--- src/hw/rtl/assert_macros.svh ---
// Assertion macros for the RTL files.
// No dependencies; included by modules that carry checks.
`ifndef ASSERT_MACROS_SVH
`define ASSERT_MACROS_SVH

// Same-cycle implication, disabled while in reset.
`define ASSERT_IMP(label, clk, rst_n, ante, cons) \
  label: assert property (@(posedge clk) disable iff (!rst_n) (ante) |-> (cons)) \
    else $error("same-cycle check failed");

// Next-cycle implication, disabled while in reset.
`define ASSERT_NXT(label, clk, rst_n, ante, cons) \
  label: assert property (@(posedge clk) disable iff (!rst_n) (ante) |=> (cons)) \
    else $error("next-cycle check failed");

`endif

--- src/hw/rtl/lkvt_pkg.sv ---
// Shared constants, codes and control types for the key/value table.
// No dependencies.
package lkvt_pkg;

  localparam int CAPACITY   = 16;
  localparam int KEY_BITS   = 32;
  localparam int VALUE_BITS = 32;
  localparam int COUNT_W    = $clog2(CAPACITY + 1);

  typedef enum logic [1:0] {
    ACT_SET = 2'd0,
    ACT_GET = 2'd1,
    ACT_DEL = 2'd2
  } action_t;

  typedef enum logic [1:0] {
    ST_OK       = 2'd0,
    ST_NOT_FOUND = 2'd1,
    ST_FULL     = 2'd2
  } status_t;

  // Broadcast from the controller to every cell.
  typedef struct packed {
    logic                  upd;
    logic                  append;
    logic                  del;
    logic [KEY_BITS-1:0]   key;
    logic [VALUE_BITS-1:0] value;
  } cell_ctl_t;

endpackage

--- src/hw/rtl/lkvt_if.sv ---
// Valid/ready channel interfaces for requests and results.
// Depends on lkvt_pkg.
interface lkvt_req_if;
  import lkvt_pkg::*;

  logic                  valid;
  logic                  ready;
  action_t               action;
  logic [KEY_BITS-1:0]   key;
  logic [VALUE_BITS-1:0] value;

  modport source (output valid, output action, output key, output value, input ready);
  modport sink   (input valid, input action, input key, input value, output ready);
endinterface

interface lkvt_rsp_if;
  import lkvt_pkg::*;

  logic                  valid;
  logic                  ready;
  status_t               status;
  logic [VALUE_BITS-1:0] read_value;
  logic [COUNT_W-1:0]    entry_count;

  modport source (output valid, output status, output read_value, output entry_count,
                  input ready);
  modport sink   (input valid, input status, input read_value, input entry_count,
                  output ready);
endinterface

--- src/hw/rtl/lkvt_cell.sv ---
// One table slot: key/value registers, key compare and shift-down move.
// Depends on lkvt_pkg.
module lkvt_cell (
  input  logic                          clk,
  input  lkvt_pkg::cell_ctl_t           ctl,
  input  logic                          occ,
  input  logic                          tail,
  input  logic                          hit_in,
  input  logic [lkvt_pkg::VALUE_BITS-1:0] rd_in,
  input  logic [lkvt_pkg::KEY_BITS-1:0]   nb_key,
  input  logic [lkvt_pkg::VALUE_BITS-1:0] nb_val,
  output logic                          hit_out,
  output logic [lkvt_pkg::VALUE_BITS-1:0] rd_out,
  output logic                          match,
  output logic [lkvt_pkg::KEY_BITS-1:0]   key_q,
  output logic [lkvt_pkg::VALUE_BITS-1:0] val_q
);
  import lkvt_pkg::*;

  logic [KEY_BITS-1:0]   key_r, key_nxt;
  logic [VALUE_BITS-1:0] val_r, val_nxt;

  assign match   = occ && (key_r == ctl.key);
  assign hit_out = hit_in | match;
  assign rd_out  = rd_in | (match ? val_r : '0);
  assign key_q   = key_r;
  assign val_q   = val_r;

  always_comb begin
    key_nxt = key_r;
    val_nxt = val_r;
    // on delete, the matching slot and all later ones pull from their upper neighbor
    if (ctl.del && hit_out && occ) begin
      key_nxt = nb_key;
      val_nxt = nb_val;
    end else if (ctl.upd && match) begin
      val_nxt = ctl.value;
    end else if (ctl.append && tail) begin
      key_nxt = ctl.key;
      val_nxt = ctl.value;
    end
  end

  always_ff @(posedge clk) begin
    key_r <= key_nxt;
    val_r <= val_nxt;
  end

endmodule

--- src/hw/rtl/linear_key_value_table.sv ---
// Top level of the key/value table: request capture, cell row, result register.
// Depends on lkvt_pkg, lkvt_req_if/lkvt_rsp_if, lkvt_cell, assert_macros.svh.
//
//  channel   dir  fields                              handshake
//  in_req    in   action, key, value                  valid/ready
//  out_rsp   out  status, read_value, entry_count     valid/ready
//
// Each request goes through capture, then an execute step where all cells compare
// the key in parallel and apply set/append/shift-down at once.
// A new request is taken while a previous result still sits in the output register.
// The execute cycle waits only if the output register is still held by the sink.
// Reset (rst_n low, synchronous) empties the table; slot contents are not cleared.
module linear_key_value_table (
  input  logic       clk,
  input  logic       rst_n,
  lkvt_req_if.sink   in_req,
  lkvt_rsp_if.source out_rsp
);
  import lkvt_pkg::*;
  `include "assert_macros.svh"

  logic                  busy_r;
  action_t               act_r;
  logic [KEY_BITS-1:0]   key_r;
  logic [VALUE_BITS-1:0] value_r;
  logic [COUNT_W-1:0]    count_r, count_nxt;

  logic                  out_valid_r;
  status_t               status_r, status_nxt;
  logic [VALUE_BITS-1:0] rdval_r, rdval_nxt;
  logic [COUNT_W-1:0]    cnt_out_r;

  logic                  out_free, done, any_hit, full;
  logic                  upd, append, del;
  cell_ctl_t             ctl;

  logic [CAPACITY:0]     hit_c;
  logic [VALUE_BITS-1:0] rd_c [CAPACITY+1];
  logic [KEY_BITS-1:0]   key_c [CAPACITY];
  logic [VALUE_BITS-1:0] val_c [CAPACITY];
  logic [CAPACITY-1:0]   match_v;

  assign in_req.ready = !busy_r;
  assign out_free     = !out_valid_r || out_rsp.ready;
  assign done         = busy_r && out_free;
  assign any_hit      = hit_c[CAPACITY];
  assign full         = (count_r == COUNT_W'(CAPACITY));

  always_comb begin
    upd        = 1'b0;
    append     = 1'b0;
    del        = 1'b0;
    status_nxt = ST_OK;
    rdval_nxt  = '0;
    count_nxt  = count_r;
    case (act_r)
      ACT_SET: begin
        if (any_hit) begin
          upd = done;
        end else if (!full) begin
          append    = done;
          count_nxt = count_r + COUNT_W'(1);
        end else begin
          status_nxt = ST_FULL;
        end
      end
      ACT_GET: begin
        if (any_hit) rdval_nxt = rd_c[CAPACITY];
        else status_nxt = ST_NOT_FOUND;
      end
      ACT_DEL: begin
        if (any_hit) begin
          del       = done;
          count_nxt = count_r - COUNT_W'(1);
        end else begin
          status_nxt = ST_NOT_FOUND;
        end
      end
      default: begin
      end
    endcase
  end

  assign ctl = '{upd: upd, append: append, del: del, key: key_r, value: value_r};

  assign hit_c[0] = 1'b0;
  assign rd_c[0]  = '0;

  for (genvar i = 0; i < CAPACITY; i++) begin : g_cell
    logic [KEY_BITS-1:0]   nb_key;
    logic [VALUE_BITS-1:0] nb_val;
    if (i == CAPACITY - 1) begin : g_last
      assign nb_key = key_c[i];
      assign nb_val = val_c[i];
    end else begin : g_mid
      assign nb_key = key_c[i+1];
      assign nb_val = val_c[i+1];
    end

    lkvt_cell u_cell (
      .clk     (clk),
      .ctl     (ctl),
      .occ     (COUNT_W'(i) < count_r),
      .tail    (COUNT_W'(i) == count_r),
      .hit_in  (hit_c[i]),
      .rd_in   (rd_c[i]),
      .nb_key  (nb_key),
      .nb_val  (nb_val),
      .hit_out (hit_c[i+1]),
      .rd_out  (rd_c[i+1]),
      .match   (match_v[i]),
      .key_q   (key_c[i]),
      .val_q   (val_c[i])
    );
  end

  always_ff @(posedge clk) begin
    if (!rst_n) begin
      busy_r      <= 1'b0;
      count_r     <= '0;
      out_valid_r <= 1'b0;
    end else begin
      if (in_req.valid && in_req.ready) begin
        busy_r  <= 1'b1;
        act_r   <= in_req.action;
        key_r   <= in_req.key;
        value_r <= in_req.value;
      end else if (done) begin
        busy_r <= 1'b0;
      end

      if (done) begin
        count_r     <= count_nxt;
        out_valid_r <= 1'b1;
        status_r    <= status_nxt;
        rdval_r     <= rdval_nxt;
        cnt_out_r   <= count_nxt;
      end else if (out_rsp.ready) begin
        out_valid_r <= 1'b0;
      end
    end
  end

  assign out_rsp.valid       = out_valid_r;
  assign out_rsp.status      = status_r;
  assign out_rsp.read_value  = rdval_r;
  assign out_rsp.entry_count = cnt_out_r;

  `ASSERT_IMP(a_count_range, clk, rst_n, 1'b1, count_r <= COUNT_W'(CAPACITY))
  `ASSERT_IMP(a_single_match, clk, rst_n, busy_r, $onehot0(match_v))
  `ASSERT_NXT(a_done_result, clk, rst_n, done, out_valid_r && !busy_r)
  `ASSERT_NXT(a_append_grows, clk, rst_n, append, count_r == $past(count_r) + COUNT_W'(1))
  `ASSERT_NXT(a_delete_shrinks, clk, rst_n, del, count_r == $past(count_r) - COUNT_W'(1))

endmodule
--- src/flat_wrapper.sv ---
// flat-port wrapper written by rule: the top's interface ports become plain ports
module linear_key_value_table_flat import lkvt_pkg::*;
  (clk, rst_n, in_req_valid, in_req_action, in_req_key, in_req_value, in_req_ready, out_rsp_valid, out_rsp_status, out_rsp_read_value, out_rsp_entry_count, out_rsp_ready);
  lkvt_req_if in_req_i ();
  lkvt_rsp_if out_rsp_i ();
  input  logic clk;
  input  logic rst_n;
  input wire logic [$bits(in_req_i.valid)-1:0] in_req_valid;
  input wire logic [$bits(in_req_i.action)-1:0] in_req_action;
  input wire logic [$bits(in_req_i.key)-1:0] in_req_key;
  input wire logic [$bits(in_req_i.value)-1:0] in_req_value;
  output wire logic [$bits(in_req_i.ready)-1:0] in_req_ready;
  output wire logic [$bits(out_rsp_i.valid)-1:0] out_rsp_valid;
  output wire logic [$bits(out_rsp_i.status)-1:0] out_rsp_status;
  output wire logic [$bits(out_rsp_i.read_value)-1:0] out_rsp_read_value;
  output wire logic [$bits(out_rsp_i.entry_count)-1:0] out_rsp_entry_count;
  input wire logic [$bits(out_rsp_i.ready)-1:0] out_rsp_ready;
  assign in_req_i.valid = in_req_valid;
  assign in_req_i.action = in_req_action;
  assign in_req_i.key = in_req_key;
  assign in_req_i.value = in_req_value;
  assign in_req_ready = in_req_i.ready;
  assign out_rsp_valid = out_rsp_i.valid;
  assign out_rsp_status = out_rsp_i.status;
  assign out_rsp_read_value = out_rsp_i.read_value;
  assign out_rsp_entry_count = out_rsp_i.entry_count;
  assign out_rsp_i.ready = out_rsp_ready;
  linear_key_value_table u_core (.clk(clk), .rst_n(rst_n), .in_req(in_req_i), .out_rsp(out_rsp_i));
endmodule
--- config.mk ---
export PLATFORM = sky130hd
export DESIGN_NAME = linear_key_value_table_flat
export DESIGN_NICKNAME = d
export VERILOG_FILES = /design/src/hw/rtl/lkvt_pkg.sv /design/src/hw/rtl/lkvt_if.sv /design/src/hw/rtl/lkvt_cell.sv /design/src/hw/rtl/linear_key_value_table.sv /design/src/flat_wrapper.sv
export VERILOG_INCLUDE_DIRS = /design/src /design/src/hw/rtl
export SDC_FILE = /design/constraint.sdc
export NUM_CORES = 2
export LEC_CHECK = 0
export BUFFER_PORTS_ARGS = -buffer_cell sky130_fd_sc_hd__buf_2
export CORE_AREA = 2 2 317 319
export CTS_CLUSTER_DIAMETER = 30
export DETAILED_ROUTE_END_ITERATION = 10
export DIE_AREA = 0 0 319 321
export PLACE_DENSITY = 0.83
export SYNTH_ARGS = -nofsm -noshare
export SYNTH_HDL_FRONTEND = slang
export SYNTH_SLANG_ARGS = --single-unit
--- constraint.sdc ---
create_clock -name clk -period 5.3 [get_ports clk]
set_input_delay 0.265 -clock clk [delete_from_list [all_inputs] [get_ports clk]]
set_output_delay 0.265 -clock clk [all_outputs]
set_load 0.005 [all_outputs]
==> run metrics <==
Core ar.=a little under 100000 um2; post-synth top area cell=edfxtp_1; Worst Max-Slew Pin Slew=around 1.1 ns; RePlAce Congestion=between 0.9 and 1; clk root buf=clkbuf_16; crit start category=flip-flop; Setup Skew=roughly 0.057 ns; Net Count, Synth=approximately 3800; placed cell area=59000 um2; TritonCTS clock tree=built; Port Buffers=between 100 and 150; die width=between 300 and 400 um; first-pass GRT wire length=between 200000 and 250000 um; Worst VDD drop=slightly above 0.0003 V; Vias=about 36000; Area Growth Syn to Fin=20.0%; Rows=approximately 120; post-synthesis sequential area ratio=0.608; asr flop ratio synth=0; Mapped Cells=3677; synth top area cells=edfxtp_1 61%, mux2_2 15%, xor2_1 6.6%; Synth top area share=0.606; final setup vio count=0; Ant. Diodes=0; most numerous cell in the Yosys netlist=edfxtp_1; setup TNS=0 ns; Post-CTS Hold Fix Bufs=70; power density over cell area=~370 nW/um2; nets@finish=3992; top_reg_cell synth=edfxtp_1; hold path depth=2; Clock transition at path regs=roughly 0.06 ns; DRT Pass-1 Iters=8; Chip Height=around 320 um; share of cells above drive strength 1=0.352; Crit path arrival time=5.50 ns; initial antenna violation count=4; Clock Sinks=approximately 1100; die footprint=just over 100000 um2; syn_area_per_cell=approximately 15 um2; synth cell count leaders=1129 x edfxtp_1, 731 x mux2_2, 420 x xor2_1; fmax=between 200 and 250 MHz; post-cts resize count=0; Initial Utilization=0.564; cell area after layout=about 67000 um2; dpl hpwl=94700 um; Yosys warnings=0; Setup WS post-layout=0.350 ns; Hold WC Path Type=in2reg; Avg WL per Cell=between 30 and 40 um; Post-synth EDFFs=between 1000 and 1500; Routed Antenna Nets=0; run status=finished, final reports clean; static leakage power=~23 nW; critical path peak fanout=18; vias in the first global route=about 37000; final period utilization=0.934; CTS buffer count=213; wirelength, routed=162000 um; Hold Violations, Final=0; Worst EP required=~5.9 ns; Setup WS pre-CTS=0.586 ns; distinct cell type count after synthesis=60; H-tree depth=4; shortest period the worst path allows=4.95 ns; largest net degree at the start of global routing=67; Max-cap violations=0; fin util=0.677; # Post-CTS Setup Buffers=0; number of max-slew violations in the final report=0; CTS max path bufs=3; via/cell ratio=around 6.6; RSZ-0062 raised after global routing=no; Clk Latency, worst-skew pair=just over 0.8 ns; register bit total from synthesis=1136; Global Route Usage Sum=0.312; CP Class=reg2reg; synthesized area=between 50000 and 60000 um2; Crit. End Element=flip-flop; io pins=around 110; Reg2Reg Depth=13; Remaining Overflow, GRT=0; drt first-iter violations=between 4000 and 5000; Post-route DRC=0; Slew HR=0.248
==> sequential cells by signal (all words and copies together), names as in the netlist <==
register                    cells
u_core.out_rsp.read_value      32
u_core.g_cell.u_cell.val_q    512
u_core.out_rsp.valid            1
u_core.value_r                 32
u_core.busy_r                   1
u_core.out_rsp.status           2
u_core.count_r                  5
u_core.act_r                    2
u_core.out_rsp.entry_count      5
u_core.g_cell.u_cell.key_q    512
u_core.key_r                   32
==> logic make-up after synthesis <==
| family | Yosys count | share of synthesized area |
|---|---|---|
| AND/OR/NAND/NOR | 375 | 0.0381 |
| adder cells (fa/ha/maj) | 9 | 0.00201 |
| flip-flops | 1136 | 0.608 |
| AO/OA/AOI/OAI | 338 | 0.0481 |
| buffers and inverters | 341 | 0.0273 |
| multiplexers | 965 | 0.196 |
| XOR/XNOR | 513 | 0.0803 |
==> layer usage <==
| metal | GRT usage | vias up | share of wire |
|---|---|---|---|
| met5 | 0 | - | 0.00015 |
| met1 | 0.381 | 17600 | 0.36 |
| met2 | 0.505 | 2707 | 0.47 |
| met3 | 0.0768 | 674 | 0.11 |
| li1 | - | 14800 | - |
| met4 | 0.185 | 4 | 0.061 |
==> layout make-up <==
cell class                      count  area, um2
Sequential cell                  1136      34000
Fill cell                        6377      32100
Multi-Input combinational cell   2200      20700
Clock buffer                      237       5430
Timing Repair Buffer              353       3290
Clock inverter                    161       2090
Tap cell                         1298       1620
Inverter                            9       33.8
==> final timing paths <==
path	startpoint	end	slack (ns)
worst max-delay path	u_core.key_r[26]	u_core.g_cell[11].u_cell.val_q[11]	0.35
worst min register to register	u_core.g_cell[7].u_cell.val_q[23]	u_core.g_cell[6].u_cell.val_q[23]	0.55
worst max register to register	u_core.key_r[26]	u_core.g_cell[11].u_cell.val_q[11]	0.35
worst min-delay path	in_req_key[10]	u_core.key_r[10]	0.18
==> power by group <==
group	switching [mW]	total [mW]	internal [mW]
Clock	4.88	14.1	9.19
Combinational	0.398	0.773	0.374
Sequential	0.0966	10.0	9.91
Total	5.38	24.9	19.5
==> stage by stage <==
stage                     hold WS [ns]  cells  total power, mW
after floorplan                  0.364   3677             10.6
after detailed placement         0.443   4926             10.9
after global routing             0.151   5394             25.4
final                            0.176   5394             24.9
after global placement           0.441   4926             10.8
after CTS                        0.136   5394             24.9
==> worst max-delay path, cell delays in order, from the launching register on <==
cell,delay [ns]
edfxtp_1,0.85
buf_4,0.29
xor2_1,0.13
nor4_1,0.74
nand4_1,0.26
nor3_2,0.39
buf_4,0.38
or2_2,0.19
nor4b_1,0.08
nor2b_1,0.16
nor4_2,0.32
buf_12,0.26
buf_12,0.22
mux2_2,0.38
==> placed cells by master (no fill, tap or decap), drive strengths merged, types with 3 or more instances in the layout <==
master and n:
or4 4, nor2 20, nor4 116, dfxtp 7, a31oi 36, a21oi 11
nand2 67, xor2 420, mux2 962, nand4 43, xnor2 93, a22oi 64
and3 38, or2 3, inv 29, o21ai 15, bufinv 36, dlygate4sd3 70
edfxtp 1129, o211ai 3, nor3 27, buf 283, ha 9, a221oi 97
nand3 37, a22o 96, clkinvlp 19, mux2i 3, clkbuf 237, nand2b 9
clkinv 86
Power figures use the tool's default switching activity.
